[config.mk]
export PLATFORM = sky130hd
export DESIGN_NAME = blu2x_emit
export DESIGN_NICKNAME = d
export VERILOG_FILES = /design/src/rtl/core/blu2x_pkg.sv /design/src/rtl/core/blu2x_emit.sv
export SDC_FILE = /design/constraint.sdc
export NUM_CORES = 1
export LEC_CHECK = 0
export BUFFER_PORTS_ARGS = -buffer_cell sky130_fd_sc_hd__buf_2
export CELL_PAD_IN_SITES_DETAIL_PLACEMENT = 1
export CELL_PAD_IN_SITES_GLOBAL_PLACEMENT = 2
export CORE_ASPECT_RATIO = 0.9
export CORE_MARGIN = 2
export CORE_UTILIZATION = 37
export CTS_BUF_LIST = sky130_fd_sc_hd__clkbuf_4
export DETAILED_ROUTE_END_ITERATION = 7
export PLACE_DENSITY_LB_ADDON = 0.1
export SLEW_MARGIN = 20
export SYNTH_ARGS = -nofsm -noshare
export SYNTH_HDL_FRONTEND = slang
export SYNTH_SLANG_ARGS = --single-unit
export TNS_END_PERCENT = 50
[constraint.sdc]
create_clock -name clk -period 13.8 [get_ports clk]
set_clock_uncertainty 0.1 [all_clocks]
set_input_delay 2.07 -clock clk [delete_from_list [all_inputs] [get_ports clk]]
set_output_delay 2.07 -clock clk [all_outputs]
set_load 0.02 [all_outputs]
[src/rtl/core/blu2x_pkg.sv]
// shared types and constants of the 2x bilinear upscaler
package blu2x_pkg;

  localparam int CH_W        = 8;
  localparam int PIX_W       = 3 * CH_W;
  localparam int CFG_W       = 11;
  localparam int CFG_IDX_W   = 1;
  localparam int COORD_W     = 11;
  localparam int M_TDATA_W   = 48;

  localparam logic [CFG_W-1:0] DIM_RESET = CFG_W'(316);

  localparam logic [CFG_IDX_W-1:0] REG_IMAGE_WIDTH  = 1'b0;
  localparam logic [CFG_IDX_W-1:0] REG_IMAGE_HEIGHT = 1'b1;

  // red sits in the low byte so the struct maps straight onto tdata
  typedef struct packed {
    logic [CH_W-1:0] blue;
    logic [CH_W-1:0] green;
    logic [CH_W-1:0] red;
  } pix_t;

  // pixels of one item handed from the fetch stage to the output stage
  typedef struct packed {
    pix_t cur;
    pix_t left;
    pix_t above;
  } item_pix_t;

endpackage

[src/rtl/core/blu2x_emit.sv]
// output stage: neighbor means and serialization of up to four pixels
module blu2x_emit #(
  parameter int RW = 10,
  parameter int AW = 10
) (
  input  logic                          clk,
  input  logic                          rst,
  input  logic                          s1_valid,
  output logic                          take,
  input  blu2x_pkg::item_pix_t          s1_pix,
  input  logic [RW-1:0]                 s1_row,
  input  logic [AW-1:0]                 s1_col,
  output logic                          m_tvalid,
  input  logic                          m_tready,
  output logic [blu2x_pkg::COORD_W-1:0] out_row,
  output logic [blu2x_pkg::COORD_W-1:0] out_col,
  output blu2x_pkg::pix_t               out_pix,
  output logic                          m_tlast
);

  typedef enum logic [1:0] {
    K_CENTER = 2'd0,
    K_VERT   = 2'd1,
    K_HORIZ  = 2'd2,
    K_ORIG   = 2'd3
  } kind_t;

  function automatic blu2x_pkg::pix_t mean_pix(blu2x_pkg::pix_t a, blu2x_pkg::pix_t b);
    blu2x_pkg::pix_t r;
    logic [blu2x_pkg::CH_W:0] sr, sg, sb;
    sr = {1'b0, a.red}   + {1'b0, b.red};
    sg = {1'b0, a.green} + {1'b0, b.green};
    sb = {1'b0, a.blue}  + {1'b0, b.blue};
    r.red   = sr[blu2x_pkg::CH_W:1];
    r.green = sg[blu2x_pkg::CH_W:1];
    r.blue  = sb[blu2x_pkg::CH_W:1];
    return r;
  endfunction

  blu2x_pkg::pix_t pix_q [4];
  blu2x_pkg::pix_t above_left;
  blu2x_pkg::pix_t top_m, bot_m;
  logic [3:0]      pending;
  logic [RW-1:0]   row_q;
  logic [AW-1:0]   col_q;
  logic            last;
  kind_t           kind;
  logic [RW:0]     two_i;
  logic [AW:0]     two_j;

  assign m_tvalid = |pending;
  assign last     = $onehot(pending);
  assign m_tlast  = last;
  assign take     = s1_valid && (!m_tvalid || (m_tready && last));

  assign top_m = mean_pix(above_left, s1_pix.above);
  assign bot_m = mean_pix(s1_pix.left, s1_pix.cur);

  always_comb begin
    priority if (pending[K_CENTER]) begin
      kind = K_CENTER;
    end else if (pending[K_VERT]) begin
      kind = K_VERT;
    end else if (pending[K_HORIZ]) begin
      kind = K_HORIZ;
    end else begin
      kind = K_ORIG;
    end
  end

  assign two_i   = {row_q, 1'b0};
  assign two_j   = {col_q, 1'b0};
  assign out_row = blu2x_pkg::COORD_W'(two_i)
                 - ((kind == K_CENTER || kind == K_VERT) ? 11'd1 : 11'd0);
  assign out_col = blu2x_pkg::COORD_W'(two_j)
                 - ((kind == K_CENTER || kind == K_HORIZ) ? 11'd1 : 11'd0);
  assign out_pix = pix_q[kind];

  always_ff @(posedge clk) begin
    if (rst) begin
      pending    <= '0;
      above_left <= '0;
    end else if (take) begin
      above_left        <= s1_pix.above;
      pending[K_CENTER] <= (s1_row != '0) && (s1_col != '0);
      pending[K_VERT]   <= (s1_row != '0);
      pending[K_HORIZ]  <= (s1_col != '0);
      pending[K_ORIG]   <= 1'b1;
    end else if (m_tvalid && m_tready) begin
      pending[kind] <= 1'b0;
    end
  end

  always_ff @(posedge clk) begin
    if (take) begin
      pix_q[K_CENTER] <= mean_pix(top_m, bot_m);
      pix_q[K_VERT]   <= mean_pix(s1_pix.above, s1_pix.cur);
      pix_q[K_HORIZ]  <= bot_m;
      pix_q[K_ORIG]   <= s1_pix.cur;
      row_q           <= s1_row;
      col_q           <= s1_col;
    end
  end

`ifndef SYNTHESIS
  a_orig_loaded: assert property (@(posedge clk) disable iff (rst)
    take |=> pending[K_ORIG])
    else $error("original pixel missing after load");
  a_center_order: assert property (@(posedge clk) disable iff (rst)
    pending[K_CENTER] |-> (pending[K_VERT] && pending[K_HORIZ]))
    else $error("center pixel pending without both edge means");
  a_no_overrun: assert property (@(posedge clk) disable iff (rst)
    (take && m_tvalid) |-> (m_tready && last))
    else $error("new item loaded over pending results");
`endif

endmodule

=== Word level (Yosys, flattened, before mapping) ===
Memories as Yosys holds them, arrays and structs flattened.
Cells that the tools add are included.

* Flip-flop bits (word level): 48
* Bits in latches: 0
* RAM bits: 96
* ROM bits: 0
* Input bits: 96
* Output and inout bits: 49
* Logic and storage cells: 56
* Memories kept: 1

{| class="wikitable"
|+ Memory list
! name !! words !! bits a word !! rd ports !! clocked after memory_dff !! write ports !! RTL line !! text
|-
| pix_q || 4 || 24 || 1 || 0 || 4 || blu2x_emit.sv:40 || <nowiki>blu2x_pkg::pix_t pix_q [4];</nowiki>
|}

* $add $sub $neg: 17
* Multiply operators: 0
* Div/mod/pow operators: 0
* Order comparisons: 2
* Eq/ne operators: 3
* Shift-type cells: 0
* Muxes and demuxes: 11
* Bitwise logic cells: 2
* Reduce and logical (&&, ||, !) cells: 14

{| class="wikitable"
|+ Operator list
! kind !! count
|-
| $add 8x8->9 || 12
|-
| $sub 11x1->11 || 2
|-
| $reduce_bool 10->1 || 2
|-
| $mux 4 || 2
|-
| $mux 1 || 6
|-
| $logic_and 1x1->1 || 5
|-
| $add 1x1->2 || 2
|-
| $and 4x4->4 || 1
|-
| $mux 2 || 2
|-
| $not 4->4 || 1
|-
| $reduce_or 4->1 || 1
|-
| $add 2x2->3 || 1
|-
| $eq 3x1->1 const B || 1
|-
| $logic_or 1x1->1 || 3
|-
| $lt 2x3->1 const B || 1
|-
| $demux 1 s2 || 1
|-
| $eq 2x1->1 const B || 1
|-
| $eq 2x2->1 const B || 1
|-
| $ge 2x1->1 const B || 1
|-
| $logic_not 2->1 || 1
|-
| $reduce_bool 2->1 || 1
|-
| $logic_not 1->1 || 1
|}

=== Depth between registers and ports, before layout ===
Gate-level depths: netlist (run 1).

* Depth in word-level cells: 11
* Gate-level depth with buffers: 13
* Gate-level depth less buffers: 13

=== Least setup slack after synthesis (run 1) ===
No wires, ideal clock.

* Path kind: register -> output
* Start point: register pending[0]
* End point: output take
* Data arrival time: 5.903 ns
* Data required time: 11.630 ns
* Slack: 5.727 ns
* Stages on the path, launching flop included: 11
* Path buffers: 1
* Cell sequence: dfxtp_1 > inv_1 > fa_1 > inv_1 > ha_1 > ha_1 > nor3b_1 > and2_1 > o21ai_1 > inv_2 > buf_1

* Word-level cells in the longest chain between the ends: 6
* Elaborated cells between the ends (all ways): 8
* Classes of those cells: add/sub: 2; eq/ne: 1; reduce/logical: 5

{| class="wikitable"
|+ Ends and longest elaborated chain
! item !! RTL line !! text
|-
| from (decl) || blu2x_emit.sv:43 || <nowiki>logic [3:0] pending;</nowiki>
|-
| from (signal, indexed assignment) || blu2x_emit.sv:85 || <nowiki>pending[K_CENTER] <= (s1_row != '0) && (s1_col != '0);</nowiki>
|-
| from (signal, indexed assignment) || blu2x_emit.sv:86 || <nowiki>pending[K_VERT] <= (s1_row != '0);</nowiki>
|-
| from (signal, indexed assignment) || blu2x_emit.sv:87 || <nowiki>pending[K_HORIZ] <= (s1_col != '0);</nowiki>
|-
| $add 1x1->2 (implied by the code) || blu2x_emit.sv:52 || <nowiki>assign last = $onehot(pending);</nowiki>
|-
| $add 2x2->3 (implied by the code) || blu2x_emit.sv:52 ||
|-
| $eq 3x1->1 || blu2x_emit.sv:52 ||
|-
| net m_tlast || blu2x_emit.sv:18 || <nowiki>output logic m_tlast</nowiki>
|-
| $logic_and 1x1->1 || blu2x_emit.sv:54 || <nowiki>assign take = s1_valid && (!m_tvalid || (m_tready && last));</nowiki>
|-
| $logic_or 1x1->1 || blu2x_emit.sv:54 ||
|-
| $logic_and 1x1->1 || blu2x_emit.sv:54 ||
|-
| to (decl) || blu2x_emit.sv:9 || <nowiki>output logic take,</nowiki>
|}

The timed path passes the listed nets, and every way through them passes these cells.

=== Worst setup path after layout (run 1) ===
* Start point: register pending[0]
* End point: output take

* Word-level cells in the longest chain between the ends: 6
* Elaborated cells between the ends (all ways): 8
* Classes of those cells: add/sub: 2; eq/ne: 1; reduce/logical: 5

{| class="wikitable"
|+ Ends and longest elaborated chain
! item !! RTL line
|-
| $add 1x1->2 (implied by the code) || blu2x_emit.sv:52
|-
| $add 2x2->3 (implied by the code) || blu2x_emit.sv:52
|-
| $eq 3x1->1 || blu2x_emit.sv:52
|-
| $logic_and 1x1->1 || blu2x_emit.sv:54
|-
| $logic_or 1x1->1 * || blu2x_emit.sv:54
|-
| $logic_and 1x1->1 * || blu2x_emit.sv:54
|}

Every way passes the cells marked *; elsewhere a longest branch is shown, timed or not.

==> results of run 1 <==
-- layout by cell type (no fill, tap or decap), types with 12 or more instances in the layout --
cell type / count
xnor2_1: 56
nor3_1: 12
nand2b_1: 12
o21ai_0: 20
inv_1: 52
buf_2: 144
ha_1: 88
fa_1: 13
a21o_1: 16
xor2_1: 27
nor2b_1: 12
dfxtp_1: 28
o21bai_1: 16
nand2_1: 75
edfxtp_1: 116
nor2_1: 27
mux4_2: 24
a21oi_1: 75
clkbuf_4: 24
-- worst register-to-register path, cell delays in order (launching register included) --
cell	delay [ns]
dfxtp_1	0.42
inv_1	0.12
fa_1	0.55
inv_1	0.04
ha_1	0.17
ha_1	0.27
nor3b_1	0.22
and2_1	0.17
o21ai_2	0.05
buf_4	0.25
inv_6	0.43
buf_4	0.94
nor2_1	0.11
nor3_1	0.20
a21oi_1	0.06
nor2_1	0.08
-- metrics by stage --
step	area (um^2)	setup WS (ns)	std cells	hold WS [ns]
2_1_floorplan	8825	5.727	765	0.3400
3_3_place_gp	9916	8.277	1201	0.3466
3_5_place_dp	9916	8.236	1201	0.3552
4_1_cts	10140	8.006	1233	0.3722
5_1_grt	10150	7.788	1235	0.3955
6_report	10150	8.106	1235	0.3694
-- power by group --
group,leakage (nW),switching (W),total (W),internal [W]
combinational,2.83,0.000719,0.00121,0.000489
sequential,1.33,0.0000676,0.000789,0.000722
clock,0.134,0.000151,0.000234,0.0000834
total,4.29,0.000937,0.00223,0.00129
-- routing by layer --
metal / wire length (um) / part of all wire / vias to the layer above
met1: 10080 / 0.47 / 3044
met2: 10130 / 0.48 / 110
met5: 0 / 0 / -
met3: 807 / 0.038 / 15
li1: - / - / 3095
met4: 232 / 0.011 / 0
-- layout make-up --
| class | count | area, um^2 |
|---|---|---|
| tap | 302 | 377.9 |
| clock inverter | 8 | 45.04 |
| inverter | 55 | 219.0 |
| multi-input combinational | 552 | 4524 |
| clock buffer | 24 | 180.2 |
| antenna | 2 | 5.005 |
| sequential | 144 | 4044 |
| fill | 2620 | 13260 |
| timing repair buffer | 148 | 750.7 |
-- how the worst min path moves through the flow --
stage	from	endpoint	slack, ns	depth (start not counted)
final	above_left[14]	above_left[14]	0.37	2
after floorplan	above_left[10]	above_left[10]	0.34	2
after global placement	above_left[11]	above_left[11]	0.35	2
after global routing	above_left[5]	above_left[5]	0.40	2
after CTS	above_left[13]	above_left[13]	0.37	2
after detailed placement	above_left[13]	above_left[13]	0.36	2
-- state kept, by name (all words and copies together), names as in the netlist --
| register | flops |
|---|---|
| row_q | 10 |
| above_left | 24 |
| col_q | 10 |
| pending | 4 |
| pix_q | 96 |
-- kinds of logic after synthesis --
logic type	after synthesis	share of synthesized area
mux	25	0.06239
flops	144	0.4582
buf+inv	69	0.03077
compound gates	164	0.1150
xor+xnor	83	0.08238
simple gates	177	0.09443
fa+ha+maj	103	0.1568
==> results.py, run 1 <==
metrics = {
    "sta": {
        "slew_headroom": 0.2896,
        "rsz0062_at_grt": "no",
        "setup_tns_ns": 0,
        "fin_crit_ns": 5.694,
        "maxSlewViolCount": 0,
        "finalSetupViolCount": 0,
        "fmax_ghz": 0.1756,
        "hold_viol_final": 0,
        "tightestPinTransition_ns": 1.066,
        "finalCritPeriodShare": 0.4126,
    },
    "worst_setup_path": {
        "cp-startpoint": "pending[0]",
        "reg2regPathDepth": 15,
        "max_stage_delay_ns": 0.55,
        "path_buf_inv": 5,
        "cp-start-kind": "flop",
        "required_ns": 11.63,
        "setup.worst_path.end": "take",
        "crit_type": "flop to primary output",
        "cp_max_fo": 62,
        "rrSetupSlack_ns": 9.56,
        "cp.depth": 11,
        "cp-end-kind": "primary output",
        "r2r-start": "pending[0]",
        "cp.arrival_ns": 3.52,
        "slowest_stage": "fa_1",
        "worstReg2RegEnd": "pending[1]",
        "cp_cell_sequence": "inv_1, fa_1, inv_1, ha_1, ha_1, nor3b_1, and2_1, o21ai_2, buf_4, inv_6, buf_2",
        "path_delay_family": "buffers and inverters",
    },
    "hold_path": {
        "hold_path_class": "flop to flop",
    },
    "yosys": {
        "synth_top_area_cell": "edfxtp_1",
        "ys.flop_type": "edfxtp_1",
        "yosysSeqAreaShare": 0.4582,
        "synth_area_leaders": "edfxtp_1 (39%), ha_1 (12%), dfxtp_1 (6.4%), mux4_2 (6.1%), xnor2_1 (5.6%)",
        "yosysWarnings": 0,
        "syn_area_um2": 8825,
        "async_reset_ff_frac": 0,
        "synthTopCellsByCount": "edfxtp_1 (116), ha_1 (88), a21oi_1 (76), nand2_1 (75), xnor2_1 (56)",
        "synth_edf_count": 116,
        "syn-num-nets": 962,
        "synth.distinct_cells": 51,
        "postSynthAreaPerCell_um2": 11.54,
        "synth_seq_cells": 144,
        "synth_top_area_share": 0.3947,
        "syn_inst": 765,
        "post-synth-top-count-cell": "edfxtp_1",
    },
    "cells_and_area": {
        "syn2layout_area_growth_pct": 14.97,
        "final_nets": 1115,
        "postLayoutCoreUtil": 0.4334,
        "drive_gt1_frac": 0.2406,
    },
    "floorplan": {
        "start_util": 0.3770,
        "ios": 145,
        "core_area_um2": 23410,
        "die_y_um": 150.5,
        "fp-row-count": 53,
        "die_w_um": 166.8,
        "dieArea_um2": 25100,
    },
    "cts": {
        "cts-resized-gates": 0,
        "cts_buffers": 17,
        "clockBufferDepth": 2,
        "clk_pin_slew_ns": 0.10,
        "cts_sinks": 144,
        "insertion_delay_ns": 0.54,
        "cts_htree_levels": 4,
        "cts_setup_buffers": 0,
        "cts-root-buf": "clkbuf_4",
        "cts_hold_buf": 0,
        "tritoncts": "done",
    },
    "global_route": {
        "antenna_found_initial": 1,
        "grt_max_degree": 84,
        "gr-max-usage-layer": "met2",
        "grt_pass1_vias": 6720,
        "grt_pass1_wl_mm": 34.97,
        "met2_usage": 0.2950,
        "use_met3": 0.03233,
        "grt_usage": 0.1767,
        "gr-total-overflow": 0,
        "use_met1": 0.2398,
    },
    "placed_design": {
        "dp.final_hpwl_mm": 16.66,
        "routabilityCongestion": 0.8097,
        "port_buffers": 144,
    },
    "flow_run": {
        "cap_viol_max_count": 0,
    },
    "power": {
        "finalPower_w": 0.002231,
        "power.density_nw_per_um2": 219.9,
        "ir_drop_mv": 0.1149,
        "cellLeakagePower_nw": 4.288,
    },
    "status": {
        "status": "complete, no violations",
    },
    "drt": {
        "wl_per_cell_um": 17.21,
        "via_per_inst": 5.072,
        "vias": 6264,
        "detail-route-antenna-nets": 0,
        "wl_mm": 21.25,
        "drt_iter0_drc": 238,
        "drt-pass1-iter-count": 6,
        "drc": 0,
    },
}
Power figures use the tool's default switching activity.
==> inputs of run 2 (changes only) <==
- clock period: 13.8 -> 5.4 ns (I/O delays scaled with it)
==> run 2 against run 1 <==
Register-to-register slack got worse by 7.9 ns. Sequential share of layout area decreased by 0.23 points. First-iteration DRC count increased by 13%. Critical endpoint unchanged. Via count increased by 0.46%. Final cell count about the same. Hold slack got worse by 0.051 ns. Routed wire length increased by 1.4%. Critical path type unchanged. Setup slack got worse by 7.3 ns. Final area increased by 0.59%. Global-route usage about the same. Highest routed layer unchanged. Combinational power increased to 2.6 times the previous value. Die area unchanged.
==> results.py, run 2 (synthesis gave the netlist of run 1 again) <==
metrics = {
    "drt": {
        "wl_per_cell_um": 17.46,
        "drt-pass1-iter-count": 4,
        "via_per_inst": 5.100,
        "detail-route-antenna-nets": 0,
        "vias": 6293,
        "drc": 0,
        "wl_mm": 21.55,
        "drt_iter0_drc": 268,
    },
    "sta": {
        "fin_crit_ns": 4.635,
        "finalSetupViolCount": 0,
        "hold_viol_final": 0,
        "maxSlewViolCount": 0,
        "tightestPinTransition_ns": 0.8826,
        "finalCritPeriodShare": 0.8583,
        "setup_tns_ns": 0,
        "slew_headroom": 0.4103,
        "rsz0062_at_grt": "no",
        "fin_ws_ns": 0.7651,
        "fmax_ghz": 0.2158,
    },
    "cells_and_area": {
        "final_nets": 1116,
        "drive_gt1_frac": 0.2374,
        "mostFrequentLayoutCells": "buf_2 (144), edfxtp_1 (116), ha_1 (88)",
        "final_common_cell": "buf_2",
        "largest_reg_flops": 96,
        "reg_top3": "pix_q x96, above_left x24",
        "register_area_um2": 4044,
        "largest_register": "pix_q",
        "multi_input_area_um2": 4524,
        "instances_no_fill": 1234,
        "syn2layout_area_growth_pct": 15.65,
        "fillers": 2623,
    },
    "placed_design": {
        "port_buffers": 144,
        "dp.final_hpwl_mm": 16.69,
        "dp_slack_ns": 1.404,
        "routabilityCongestion": 0.7600,
        "dpl.cell_count": 1202,
    },
    "cts": {
        "cts_hold_buf": 0,
        "clockBufferDepth": 2,
        "tritoncts": "done",
        "cts_setup_buffers": 0,
        "clk_pin_slew_ns": 0.14,
        "insertion_delay_ns": 0.57,
        "cts_htree_levels": 4,
        "cts_sinks": 144,
        "cts-root-buf": "clkbuf_4",
        "cts-resized-gates": 0,
        "cts_buffers": 17,
    },
    "floorplan": {
        "core_area_um2": 23410,
        "die_y_um": 150.5,
        "ios": 145,
        "die_w_um": 166.8,
        "fp-row-count": 53,
        "start_util": 0.3770,
        "dieArea_um2": 25100,
    },
    "power": {
        "power.density_nw_per_um2": 572.5,
        "ir_drop_mv": 0.2169,
        "cellLeakagePower_nw": 4.303,
    },
    "hold_path": {
        "hold_path_class": "input pin to flop",
    },
    "worst_setup_path": {
        "cp-end-kind": "primary output",
        "required_ns": 4.49,
        "cp.arrival_ns": 3.72,
        "cp-start-kind": "flop",
        "crit_type": "flop to primary output",
        "cp_max_fo": 61,
    },
    "global_route": {
        "antenna_found_initial": 1,
        "grt_pass1_wl_mm": 34.69,
        "grt_max_degree": 64,
        "grt_pass1_vias": 6713,
        "grt_usage": 0.1771,
        "gr-total-overflow": 0,
    },
    "flow_run": {
        "cap_viol_max_count": 0,
    },
    "status": {
        "status": "complete, no violations",
    },
}
==> run 2: per-layer routing <==
layer  up-vias  global-route usage  share of wire
met4         0             0.04784          0.012
li1       3082                   -              -
met5         -                   0              0
met3        22             0.03785          0.043
met1      3064              0.2382           0.47
met2       125              0.2921           0.48
==> run 2: path summary, 6_finish.rpt <==
kind	start	to	slack, ns	cells past startpoint
max	pending[0]	take	0.77	11
min	s1_col[1]	col_q[1]	0.32	1
max reg2reg	pending[0]	pix_q[2][7]	1.70	11
min reg2reg	above_left[14]	above_left[14]	0.37	2
==> run 2: area by class of cell <==
cell class	count	share of cell area
Clock inverter	14	0.01373
Timing Repair Buffer	149	0.07552
Clock buffer	17	0.01250
Antenna cell	1	0.0002452
Inverter	55	0.02145
Sequential cell	144	0.3962
Multi-Input combinational cell	552	0.4433
Tap cell	302	0.03702
==> run 2: worst max-delay path, cell delays in order (launching register included) <==
cell and delay [ns]:
dfxtp_1 0.43, inv_1 0.12, fa_1 0.54, inv_1 0.04, ha_1 0.17, ha_1 0.29
nor3b_1 0.30, and2_1 0.19, o21ai_2 0.05, buf_4 0.24, inv_6 0.46, buf_2 0.28
==> run 2: power by group <==
group / total (W) / switching [W] / internal [W]
clock network: 0.000693 / 0.000422 / 0.000271
logic: 0.00313 / 0.00187 / 0.00127
registers: 0.00202 / 0.000178 / 0.00184
==> run 2: through the flow <==
stage          instance area [um^2]  hold slack (ns)    util  power, W
2_1_floorplan                  8832           0.3400       -  0.004285
3_3_place_gp                   9936           0.3472  0.4244  0.005112
3_5_place_dp                   9936           0.3572  0.4244  0.005219
4_1_cts                       10200           0.2615  0.4359  0.005945
5_1_grt                       10210           0.2539  0.4360  0.006289
6_report                      10210           0.3180  0.4360  0.005843
